File: src/rtl/lcs_pkg.sv
package lcs_pkg;

  localparam int MOD_WIDTH_DEF = 16;
  localparam int COEFF_W       = 32;
  localparam int CFG_W         = 16;
  localparam int OUT_W         = 16;

  typedef struct packed {
    logic signed [COEFF_W-1:0] coeff_a;
    logic signed [COEFF_W-1:0] coeff_b;
  } in_item_t;

  typedef struct packed {
    logic             solvable;
    logic [OUT_W-1:0] first_solution;
    logic [OUT_W-1:0] spacing;
    logic [OUT_W-1:0] solution_count;
  } out_item_t;

  // divider operations in the order the controller runs them
  typedef enum logic [2:0] {
    OP_RES_A,
    OP_RES_B,
    OP_EUCLID,
    OP_DIV_B,
    OP_DIV_M,
    OP_RES_T,
    OP_RES_X
  } op_t;

  typedef struct packed {
    logic load;
    logic div_go;
    logic capture;
    logic mul;
    logic upd;
    logic mul2;
    logic finish;
    logic ok;
    op_t  op;
  } lcs_cmd_t;

  typedef struct packed {
    logic div_done;
    logic m_zero;
    logic r1_zero;
    logic rem_zero;
  } lcs_status_t;

endpackage

File: src/rtl/lcs_div.sv
module lcs_div #(
  parameter int MOD_WIDTH = 16,
  parameter int DIV_W     = 32
) (
  input  logic                 clk,
  input  logic                 rst,
  input  logic                 start,
  input  logic                 short_op,
  input  logic [DIV_W-1:0]     dividend,
  input  logic [MOD_WIDTH-1:0] divisor,
  output logic                 done,
  output logic [MOD_WIDTH-1:0] quot,
  output logic [MOD_WIDTH-1:0] rem
);

  localparam int CNT_W = $clog2(DIV_W + 1);

  logic                 busy;
  logic [CNT_W-1:0]     cnt;
  logic [MOD_WIDTH:0]   r;
  logic [DIV_W-1:0]     q;
  logic [MOD_WIDTH-1:0] d;
  logic [MOD_WIDTH:0]   trial;
  logic                 ge;

  // restoring division, one quotient bit per cycle
  assign trial = {r[MOD_WIDTH-1:0], q[DIV_W-1]};
  assign ge    = (trial >= {1'b0, d});

  always_ff @(posedge clk) begin
    if (rst) begin
      busy <= 1'b0;
      done <= 1'b0;
      cnt  <= '0;
    end else begin
      done <= 1'b0;
      if (start) begin
        busy <= 1'b1;
        cnt  <= short_op ? CNT_W'(MOD_WIDTH) : CNT_W'(DIV_W);
      end else if (busy) begin
        cnt <= cnt - 1'b1;
        if (cnt == CNT_W'(1)) begin
          busy <= 1'b0;
          done <= 1'b1;
        end
      end
    end
  end

  always_ff @(posedge clk) begin
    if (start) begin
      r <= '0;
      d <= divisor;
      // short operands sit at the top so only MOD_WIDTH steps are needed
      q <= short_op ? (dividend << (DIV_W - MOD_WIDTH)) : dividend;
    end else if (busy) begin
      r <= ge ? (trial - {1'b0, d}) : trial;
      q <= {q[DIV_W-2:0], ge};
    end
  end

  assign quot = q[MOD_WIDTH-1:0];
  assign rem  = r[MOD_WIDTH-1:0];

endmodule

File: src/rtl/lcs_dp.sv
module lcs_dp #(
  parameter int MOD_WIDTH = lcs_pkg::MOD_WIDTH_DEF
) (
  input  logic                          clk,
  input  logic                          rst,
  input  logic                          cfg_we,
  input  logic [lcs_pkg::CFG_W-1:0]     cfg_data,
  input  lcs_pkg::in_item_t             in_data,
  input  lcs_pkg::lcs_cmd_t             cmd,
  output lcs_pkg::lcs_status_t          status,
  output lcs_pkg::out_item_t            out_data
);

  import lcs_pkg::*;

  localparam int MW    = MOD_WIDTH;
  localparam int TW    = MOD_WIDTH + 2;
  localparam int DIV_W = (2 * MOD_WIDTH > COEFF_W) ? 2 * MOD_WIDTH : COEFF_W;

  logic [MW-1:0]         m;
  logic [COEFF_W-1:0]    a_in;
  logic [COEFF_W-1:0]    b_in;
  logic [COEFF_W-1:0]    abs_a;
  logic [COEFF_W-1:0]    abs_b;
  logic [MW-1:0]         ra;
  logic [MW-1:0]         rb;
  logic [MW-1:0]         r0;
  logic [MW-1:0]         r1;
  logic [MW-1:0]         q;
  logic signed [TW-1:0]  t0;
  logic signed [TW-1:0]  t1;
  logic signed [TW-1:0]  tq;
  logic [TW-1:0]         t_mag;
  logic [MW-1:0]         bp;
  logic [MW-1:0]         mp;
  logic [MW-1:0]         tr;
  logic [MW-1:0]         x0;
  logic [2*MW-1:0]       prod;
  logic [DIV_W-1:0]      div_dividend;
  logic [MW-1:0]         div_divisor;
  logic                  div_short;
  logic                  div_done;
  logic [MW-1:0]         div_quot;
  logic [MW-1:0]         div_rem;

  // turn a remainder of a magnitude into the non-negative residue
  function automatic logic [MW-1:0] fold(input logic [MW-1:0] r, input logic neg,
                                         input logic [MW-1:0] base);
    fold = (neg && r != '0) ? base - r : r;
  endfunction

  assign abs_a = a_in[COEFF_W-1] ? (~a_in + 1'b1) : a_in;
  assign abs_b = b_in[COEFF_W-1] ? (~b_in + 1'b1) : b_in;
  assign t_mag = t0[TW-1] ? (~t0 + 1'b1) : t0;

  always_comb begin
    div_dividend = '0;
    div_divisor  = m;
    div_short    = 1'b1;
    case (cmd.op)
      OP_RES_A: begin
        div_dividend = DIV_W'(abs_a);
        div_short    = 1'b0;
      end
      OP_RES_B: begin
        div_dividend = DIV_W'(abs_b);
        div_short    = 1'b0;
      end
      OP_EUCLID: begin
        div_dividend = DIV_W'(r0);
        div_divisor  = r1;
      end
      OP_DIV_B: begin
        div_dividend = DIV_W'(rb);
        div_divisor  = r0;
      end
      OP_DIV_M: begin
        div_dividend = DIV_W'(m);
        div_divisor  = r0;
      end
      OP_RES_T: begin
        div_dividend = DIV_W'(t_mag[MW-1:0]);
        div_divisor  = mp;
      end
      OP_RES_X: begin
        div_dividend = DIV_W'(prod);
        div_divisor  = mp;
        div_short    = 1'b0;
      end
      default: begin
        div_dividend = '0;
      end
    endcase
  end

  lcs_div #(
    .MOD_WIDTH (MW),
    .DIV_W     (DIV_W)
  ) u_lcs_div (
    .clk      (clk),
    .rst      (rst),
    .start    (cmd.div_go),
    .short_op (div_short),
    .dividend (div_dividend),
    .divisor  (div_divisor),
    .done     (div_done),
    .quot     (div_quot),
    .rem      (div_rem)
  );

  always_ff @(posedge clk) begin
    if (rst) begin
      m <= MW'(2);
    end else if (cfg_we) begin
      m <= MW'(cfg_data);
    end
  end

  always_ff @(posedge clk) begin
    if (cmd.load) begin
      a_in <= in_data.coeff_a;
      b_in <= in_data.coeff_b;
    end
    if (cmd.capture) begin
      case (cmd.op)
        OP_RES_A: ra <= fold(div_rem, a_in[COEFF_W-1], m);
        OP_RES_B: begin
          rb <= fold(div_rem, b_in[COEFF_W-1], m);
          r0 <= m;
          r1 <= ra;
          t0 <= '0;
          t1 <= TW'(1);
        end
        OP_EUCLID: begin
          q  <= div_quot;
          r0 <= r1;
          r1 <= div_rem;
        end
        OP_DIV_B: bp <= div_quot;
        OP_DIV_M: mp <= div_quot;
        OP_RES_T: tr <= fold(div_rem, t0[TW-1], mp);
        OP_RES_X: x0 <= div_rem;
        default: begin
        end
      endcase
    end
    // the bezout coefficient stays within the modulus, so low bits are exact
    if (cmd.mul) begin
      tq <= $signed({2'b00, q}) * t1;
    end
    if (cmd.upd) begin
      t0 <= t1;
      t1 <= t0 - tq;
    end
    if (cmd.mul2) begin
      prod <= (2*MW)'(tr) * (2*MW)'(bp);
    end
    if (cmd.finish) begin
      out_data.solvable       <= cmd.ok;
      out_data.first_solution <= cmd.ok ? OUT_W'(x0) : '0;
      out_data.spacing        <= cmd.ok ? OUT_W'(mp) : '0;
      out_data.solution_count <= cmd.ok ? OUT_W'(r0) : '0;
    end
  end

  assign status.div_done = div_done;
  assign status.m_zero   = (m == '0);
  assign status.r1_zero  = (r1 == '0);
  assign status.rem_zero = (div_rem == '0);

endmodule

File: src/rtl/lcs_ctrl.sv
module lcs_ctrl (
  input  logic                 clk,
  input  logic                 rst,
  input  logic                 in_valid,
  output logic                 in_ready,
  output logic                 out_valid,
  input  logic                 out_ready,
  input  lcs_pkg::lcs_status_t status,
  output lcs_pkg::lcs_cmd_t    cmd
);

  import lcs_pkg::*;

  typedef enum logic [6:0] {
    S_IDLE = 7'b0000001,
    S_GO   = 7'b0000010,
    S_WAIT = 7'b0000100,
    S_MUL  = 7'b0001000,
    S_UPD  = 7'b0010000,
    S_MUL2 = 7'b0100000,
    S_FIN  = 7'b1000000
  } state_t;

  state_t state;
  state_t state_next;
  op_t    op;
  op_t    op_next;
  logic   ok;
  logic   ok_next;
  logic   out_valid_next;

  assign in_ready = (state == S_IDLE);

  always_comb begin
    state_next = state;
    op_next    = op;
    ok_next    = ok;
    cmd        = '0;
    cmd.op     = op;
    cmd.ok     = ok;
    case (state)
      S_IDLE: begin
        if (in_valid) begin
          cmd.load = 1'b1;
          if (status.m_zero) begin
            ok_next    = 1'b0;
            state_next = S_FIN;
          end else begin
            op_next    = OP_RES_A;
            state_next = S_GO;
          end
        end
      end
      S_GO: begin
        // euclid ends once the second remainder reaches zero
        if (op == OP_EUCLID && status.r1_zero) begin
          op_next = OP_DIV_B;
        end else begin
          cmd.div_go = 1'b1;
          state_next = S_WAIT;
        end
      end
      S_WAIT: begin
        if (status.div_done) begin
          cmd.capture = 1'b1;
          case (op)
            OP_RES_A: begin
              op_next    = OP_RES_B;
              state_next = S_GO;
            end
            OP_RES_B: begin
              op_next    = OP_EUCLID;
              state_next = S_GO;
            end
            OP_EUCLID: state_next = S_MUL;
            OP_DIV_B: begin
              if (status.rem_zero) begin
                op_next    = OP_DIV_M;
                state_next = S_GO;
              end else begin
                ok_next    = 1'b0;
                state_next = S_FIN;
              end
            end
            OP_DIV_M: begin
              op_next    = OP_RES_T;
              state_next = S_GO;
            end
            OP_RES_T: state_next = S_MUL2;
            OP_RES_X: begin
              ok_next    = 1'b1;
              state_next = S_FIN;
            end
            default: state_next = S_IDLE;
          endcase
        end
      end
      S_MUL: begin
        cmd.mul    = 1'b1;
        state_next = S_UPD;
      end
      S_UPD: begin
        cmd.upd    = 1'b1;
        state_next = S_GO;
      end
      S_MUL2: begin
        cmd.mul2   = 1'b1;
        op_next    = OP_RES_X;
        state_next = S_GO;
      end
      S_FIN: begin
        if (!out_valid || out_ready) begin
          cmd.finish = 1'b1;
          state_next = S_IDLE;
        end
      end
      default: state_next = S_IDLE;
    endcase
  end

  assign out_valid_next = cmd.finish | (out_valid & ~out_ready);

  always_ff @(posedge clk) begin
    if (rst) begin
      state     <= S_IDLE;
      op        <= OP_RES_A;
      ok        <= 1'b0;
      out_valid <= 1'b0;
    end else begin
      state     <= state_next;
      op        <= op_next;
      ok        <= ok_next;
      out_valid <= out_valid_next;
    end
  end

endmodule

File: src/rtl/linear_congruence_solver.sv
// Solves A*x = B (mod M) for each incoming signed pair (A, B), with M taken from the
// configuration register (reset value 2, write only while the block is idle). A result
// gives whether a solution exists and, if so, the smallest solution x0, the spacing M/g
// and the count g = gcd(A, M) of all solutions below M. Items are handled one at a time
// on a single shared divider that produces one quotient bit per cycle; every division in
// the work is a pass through it, while the products and the Bezout update use their own
// steps. The divider takes dividends of DIV_W = max(32, 2*MOD_WIDTH) bits. A zero
// modulus or a pair with no solution ends early. A finished result waits in the output
// register while the next item is accepted.
module linear_congruence_solver #(
  parameter int MOD_WIDTH = lcs_pkg::MOD_WIDTH_DEF
) (
  input  logic                      clk,
  input  logic                      rst,
  input  logic                      in_valid,
  output logic                      in_ready,
  input  lcs_pkg::in_item_t         in_data,
  output logic                      out_valid,
  input  logic                      out_ready,
  output lcs_pkg::out_item_t        out_data,
  input  logic                      cfg_valid,
  output logic                      cfg_ready,
  input  logic [lcs_pkg::CFG_W-1:0] cfg_data
);

  import lcs_pkg::*;

  lcs_cmd_t    cmd;
  lcs_status_t status;

  assign cfg_ready = 1'b1;

  lcs_ctrl u_lcs_ctrl (
    .clk       (clk),
    .rst       (rst),
    .in_valid  (in_valid),
    .in_ready  (in_ready),
    .out_valid (out_valid),
    .out_ready (out_ready),
    .status    (status),
    .cmd       (cmd)
  );

  lcs_dp #(
    .MOD_WIDTH (MOD_WIDTH)
  ) u_lcs_dp (
    .clk      (clk),
    .rst      (rst),
    .cfg_we   (cfg_valid & cfg_ready),
    .cfg_data (cfg_data),
    .in_data  (in_data),
    .cmd      (cmd),
    .status   (status),
    .out_data (out_data)
  );

endmodule

File: config.mk
export PLATFORM = sky130hd
export DESIGN_NAME = linear_congruence_solver
export DESIGN_NICKNAME = d
export VERILOG_FILES = /design/src/rtl/lcs_pkg.sv /design/src/rtl/lcs_div.sv /design/src/rtl/lcs_dp.sv /design/src/rtl/lcs_ctrl.sv /design/src/rtl/linear_congruence_solver.sv
export SDC_FILE = /design/constraint.sdc
export NUM_CORES = 2
export LEC_CHECK = 0
export BUFFER_PORTS_ARGS = -buffer_cell sky130_fd_sc_hd__buf_2
export CAP_MARGIN = 10
export CORE_MARGIN = 2
export CORE_UTILIZATION = 50
export DETAILED_ROUTE_END_ITERATION = 8
export PLACE_DENSITY = 0.72
export SETUP_SLACK_MARGIN = 0.5
export SYNTH_ARGS = -nofsm -noshare
export SYNTH_HDL_FRONTEND = slang
export SYNTH_HIERARCHICAL = 1
export SYNTH_SLANG_ARGS = --single-unit
File: constraint.sdc
create_clock -name clk -period 7.3 [get_ports clk]
set_clock_uncertainty 0.05 [all_clocks]
set_input_delay 0.365 -clock clk [delete_from_list [all_inputs] [get_ports clk]]
set_output_delay 0.365 -clock clk [all_outputs]
set_load 0.005 [all_outputs]
-- Yosys cells after proc, flatten, opt, wreduce, memory -nomap -nowiden
Cells that the tools add are included.
- register bits: 443
- input port bits: 85
- output and inout port bits: 52
- logic and storage cells: 167
- add/sub/neg operators: 8
- $mul: 2
- order comparisons: 1
- equal/unequal tests: 25
- mux-type cells: 59
- bitwise gates (word level): 7
- reductions and logical operators: 35
- operators with widths (cell ; number):
    one-hot mux 32 bit (7 select lines) ; 1
    2-to-1 mux 32 bit ; 5
    2-to-1 mux 18 bit ; 6
    2-to-1 mux 16 bit ; 5
    adder 32 x 1 -> 32 bit, second input constant ; 2
    NOT 32 bit ; 2
    one-hot mux 16 bit (2 select lines) ; 2
    logical NOT 16 bit ; 3
    one-hot mux 16 bit (3 select lines) ; 1
    subtractor 16 bit ; 3
    2-to-1 mux 7 bit ; 6
    one-hot mux 7 bit (6 select lines) ; 1
    one-hot mux 7 bit (5 select lines) ; 1
    multiplier 16 x 16 -> 32 bit ; 1
    one-hot mux 3 bit (4 select lines) ; 2
    2-to-1 mux 1 bit ; 19
    multiplier 17 x 18 -> 18 bit ; 1
    2-to-1 mux 6 bit ; 3
    AND reduction 2 bit ; 9
    subtractor 18 bit ; 1
    >= comparator 17 x 16 -> 1 bit ; 1
    adder 16 x 1 -> 16 bit, second input constant ; 1
    NOT 16 bit ; 1
    nonzero test 16 bit ; 1
    32 further kinds ; 59

-- Depth between registers and ports, before layout
- depth in word-level cells: 6
- gate-level depth with buffers: 23
- depth with buffers taken out: 22

-- Hierarchy
Netlist, hierarchy kept.
- modules (own cells, without submodules) (module ; times used ; cells an instance ; area each (um2)):
    lcs_dp ; 1 ; 2961 ; 31052.3
    lcs_div ; 1 ; 426 ; 4164.0
    lcs_ctrl ; 1 ; 117 ; 959.7
    linear_congruence_solver ; 1 ; 2 ; 11.3

-- Worst setup path after synthesis
OpenSTA, ideal clock, no wires.
- kind: register to register
- start point: register u_lcs_dp.bp[1]
- end point: register u_lcs_dp.prod[31], data pin
- library setup time: 0.259 ns
- arrival time: 5.833 ns
- data required time: 6.991 ns
- slack: 1.158 ns
- stages on the path, launching flop included: 21
- clock period less this slack: 6.142 ns
- cell sequence: edfxtp_1 -> clkbuf_1 -> nand2_1 -> fa_1 -> fa_1 -> fa_1 -> fa_1 -> inv_1 -> fa_1 -> inv_1 -> fa_1 -> inv_1 -> ha_1 -> a21o_1 -> a41o_1 -> a2111oi_0 -> o31ai_1 -> a211oi_1 -> o21ai_0 -> a21oi_1 -> xnor2_1
- cells in the longest elaborated chain, start to end: 1
- RTL lines (element ; RTL line ; text):
    from (decl) ; lcs_dp.sv:34 ; logic [MW-1:0] bp;
    from (signal assigned) ; lcs_dp.sv:139 ; OP_DIV_B: bp <= div_quot;
    multiplier 16 x 16 -> 32 bit ; lcs_dp.sv:156 ; prod <= (2*MW)'(tr) * (2*MW)'(bp);
    to (signal assigned) ; lcs_dp.sv:156 ;
    to (decl) ; lcs_dp.sv:38 ; logic [2*MW-1:0] prod;
No other way between the ends.
A chain may end at the register's enable or synchronous reset.

-- Final worst setup path
- start point: register u_lcs_dp.tr[5]
- end point: register u_lcs_dp.prod[28], data pin
- cells in the longest elaborated chain, start to end: 1
- RTL lines (element ; RTL line ; text):
    from (decl) ; lcs_dp.sv:36 ; logic [MW-1:0] tr;
    from (signal assigned) ; lcs_dp.sv:141 ; OP_RES_T: tr <= fold(div_rem, t0[TW-1], mp);
    multiplier 16 x 16 -> 32 bit ; lcs_dp.sv:156 ;
No other way between the ends.

==> metrics.yaml <==
status:
  outcome: "finished, final reports clean"
clocking:
  cts_buffers: 48
  cts_buffer_depth: 3
  cts-root-buf: "clkbuf_16"
  path_clk_slew_ns: 0.06
  cts.sinks: 443
  clk_latency_ns: 0.59
  cts_tree: "built"
  htreeDepth: 2
floorplan:
  die_h_um: 273
  die_w_um: 273
  die_area_sq_mm: 0.0745
  rows: 98
  core_area_sq_mm: 0.0716
  pin_count: 137
  initial_core_util_pct: 50.5
yosys:
  ys_seq_elements: 443
  ys_seq_area_share_pct: 35.3
  synth_area_sq_mm: 0.0362
  synth_edf_count: 391
  yosysWarningCount: 6
  synth-main-ff-cell: "edfxtp_1"
  synth_cell_types: 101
  synth_nets: 4123
  postSynthAreaPerCell_sq_um: 10.3
  async_flop_share_pct: 0
  syn_inst: 3506
route:
  drc: 0
  routed_wl_um: 99700
  viasPerCell: 5.73
  first_pass_iters: 5
  detail_route.iter0.violations: 2846
  postRouteAntennaNets: 0
  vias: 26700
  wl_per_cell_um: 21.4
timing:
  worst_slack_ns: 0.746
  drv_slew: 0
  whs_ns: 0.0453
  tns_ns: 0
  fmax_ghz: 0.153
  fin_crit_ns: 6.55
  slew-limit-headroom_pct: 26.4
  tightest_slew_ns: 1.10
  min_period_over_period_pct: 89.8
  setup_violations: 0
  grt_setup_unrepaired: "false"
  final-hold-violation-count: 0
layout:
  nets: 4282
  layout-drive-gt1-share_pct: 10.6
  utilization_pct: 56.4
  stdcell_count: 4654
  design_area_sq_mm: 0.0404
  area_growth_pct: 11.7
  n_antenna_cell: 0
power_and_ir_drop:
  ir_worst_vdd_uv: 309
  powerDensity_mw_per_mm2: 241
  p_total_mw: 9.74
  power.leakage_nw: 16.9
grt:
  antenna_found_initial: 6
  first_global_vias: 26500
  grt_max_degree: 78
  grt_pass1_wl_um: 155000
  grt_overflow: 0
  track_usage_pct: 27.0
setup_path:
  crit_slowest_cell: "fa_1"
  path_cells: "buf_4 -> and2_1 -> fa_1 -> inv_1 -> fa_1 -> inv_1 -> fa_1 -> fa_1 -> fa_1 -> inv_1 -> fa_1 -> inv_1 -> ha_1 -> a21o_1 -> a21o_1 -> a21o_1 -> a21oi_1 -> o21ai_0 -> o21ai_1 -> o21bai_1 -> a21oi_1 -> xnor2_1"
  worstSetupPathType: "reg2reg"
  cp_slowest_stage_delay_ns: 0.53
  critPathCaptureType: "flop"
  arrival_ns: 6.83
  timing.critical_path.mode_cell: "fa_1"
  required_ns: 7.58
  critPathMaxFanout: 9
  critical_path_buf_inv_count: 5
  critical-path-top-delay-family: "adder cells"
  rrSetupSlack_ns: 0.75
  cp-start-kind: "flop"
place:
  place_congestion: 0.953
  port_buffers: 135
  post-dp-hpwl_um: 74200
  numPlacedInstances: 4470
  place_area_sq_mm: 0.0377
  place_ws_ns: 0.371
min_path:
  hp-class: "in2reg"
flow_run:
  maxCapViolCount: 0
[worst paths after layout]
| kind | startpoint | endpoint | cells after the start |
|---|---|---|---|
| setup / recovery | u_lcs_dp/tr[5]$_DFFE_PP_ | u_lcs_dp/prod[28]$_DFFE_PP_ | 22 |
| hold / removal | cfg_data[3] | u_lcs_dp/m[3]$_SDFFE_PP0P_ | 3 |
| setup reg to reg | u_lcs_dp/tr[5]$_DFFE_PP_ | u_lcs_dp/prod[28]$_DFFE_PP_ | 22 |
| hold reg to reg | u_lcs_ctrl/ok$_SDFFE_PP0P_ | u_lcs_ctrl/ok$_SDFFE_PP0P_ | 2 |
[cells by family after synthesis]
kind of cell / synth area share (%)
DFF: 35.3
adders and majority gates: 24.7
muxes: 3.59
and+or+nand+nor: 14.6
other: 0.0104
xor gates and xnor gates: 4.74
AOI/OAI and AO/OA: 10.1
buffers and inverters: 6.92
[synth_stat cells, types with 20 or more instances]
library cell | instances | share of area, %
mux2_2 | 55 | 1.7
nand2b_1 | 24 | 0.41
and2_1 | 279 | 4.8
mux2i_1 | 68 | 1.9
a22oi_1 | 29 | 0.60
o21ai_0 | 139 | 1.9
xnor2_1 | 124 | 3.0
fa_1 | 306 | 17
buf_4 | 20 | 0.41
nor2_1 | 148 | 1.5
a21oi_1 | 101 | 1.4
clkbuf_1 | 119 | 1.2
nand3_1 | 35 | 0.48
nor2b_1 | 27 | 0.47
o31ai_1 | 33 | 0.68
ha_1 | 226 | 7.8
nor4_1 | 23 | 0.40
nand2_1 | 375 | 3.9
dfxtp_1 | 52 | 2.9
nor3_1 | 38 | 0.53
edfxtp_1 | 391 | 32
inv_1 | 476 | 4.9
xor2_1 | 72 | 1.7
a21o_1 | 31 | 0.64
[worst min-delay path: cells and delay by family]
kind,cells,cell delay (ns)
mux,1,0.08
buf+inv,1,0.13
simple gates,1,0.07
[cell type report]
cell class,count,area (sq um)
Timing Repair Buffer,272,1930
Clock buffer,57,1270
Sequential cell,443,12800
Multi-Input combinational cell,2423,20900
Clock inverter,32,503
Inverter,477,1790
Fill cell,6079,31200
Tap cell,950,1190
[placed cells by master (no fill, tap or decap), types with 26 or more instances in the layout]
cell | netlist | final
xor2_1 | 72 | 72
mux2i_1 | 68 | 68
dlygate4sd3_1 | 0 | 74
edfxtp_1 | 391 | 391
buf_2 | 4 | 135
ha_1 | 226 | 226
nand2_1 | 375 | 375
nand3_1 | 35 | 35
mux2_2 | 55 | 55
a22oi_1 | 29 | 29
o21ai_0 | 139 | 138
and2_1 | 279 | 278
nor2_1 | 148 | 144
buf_4 | 20 | 60
clkbuf_16 | 0 | 49
fa_1 | 306 | 306
dfxtp_1 | 52 | 50
nor2b_1 | 27 | 26
inv_1 | 476 | 476
a21oi_1 | 101 | 101
a21o_1 | 31 | 31
nor3_1 | 38 | 37
o31ai_1 | 33 | 33
xnor2_1 | 124 | 124
[what timing repair did]
action	CTS	global route
hold buffers	74	0
resized for setup	1	3
setup buffers	5	16
endpoints found under the setup margin	2	7
pin swaps	0	0
endpoints found under the hold margin	74	0
[report_power, final]
| part | switching [mW] | internal, mW |
|---|---|---|
| Sequential | 0.343 | 3.14 |
| Combinational | 2.15 | 1.35 |
| Clock | 1.08 | 1.68 |
| Total | 3.57 | 6.17 |
[routing by layer]
metal | vias to the layer above | wire [um] | global-route usage (%)
met3 | 160 | 8980 | 4.55
li1 | 12100 | - | -
met1 | 13200 | 41600 | 37.5
met2 | 1222 | 46400 | 43.3
met5 | - | 59 | 0
met4 | 6 | 2720 | 8.20
[state kept, by name, summed over array words and instances (netlist names), 18 cells and up]
name,count
u_lcs_dp/a_in,32
u_lcs_dp/b_in,32
u_lcs_dp/tq,18
u_lcs_dp/out_data,49
u_lcs_dp/u_lcs_div/q,32
u_lcs_dp/t0,18
u_lcs_dp/prod,32
u_lcs_dp/t1,18
Power figures use the tool's default switching activity.
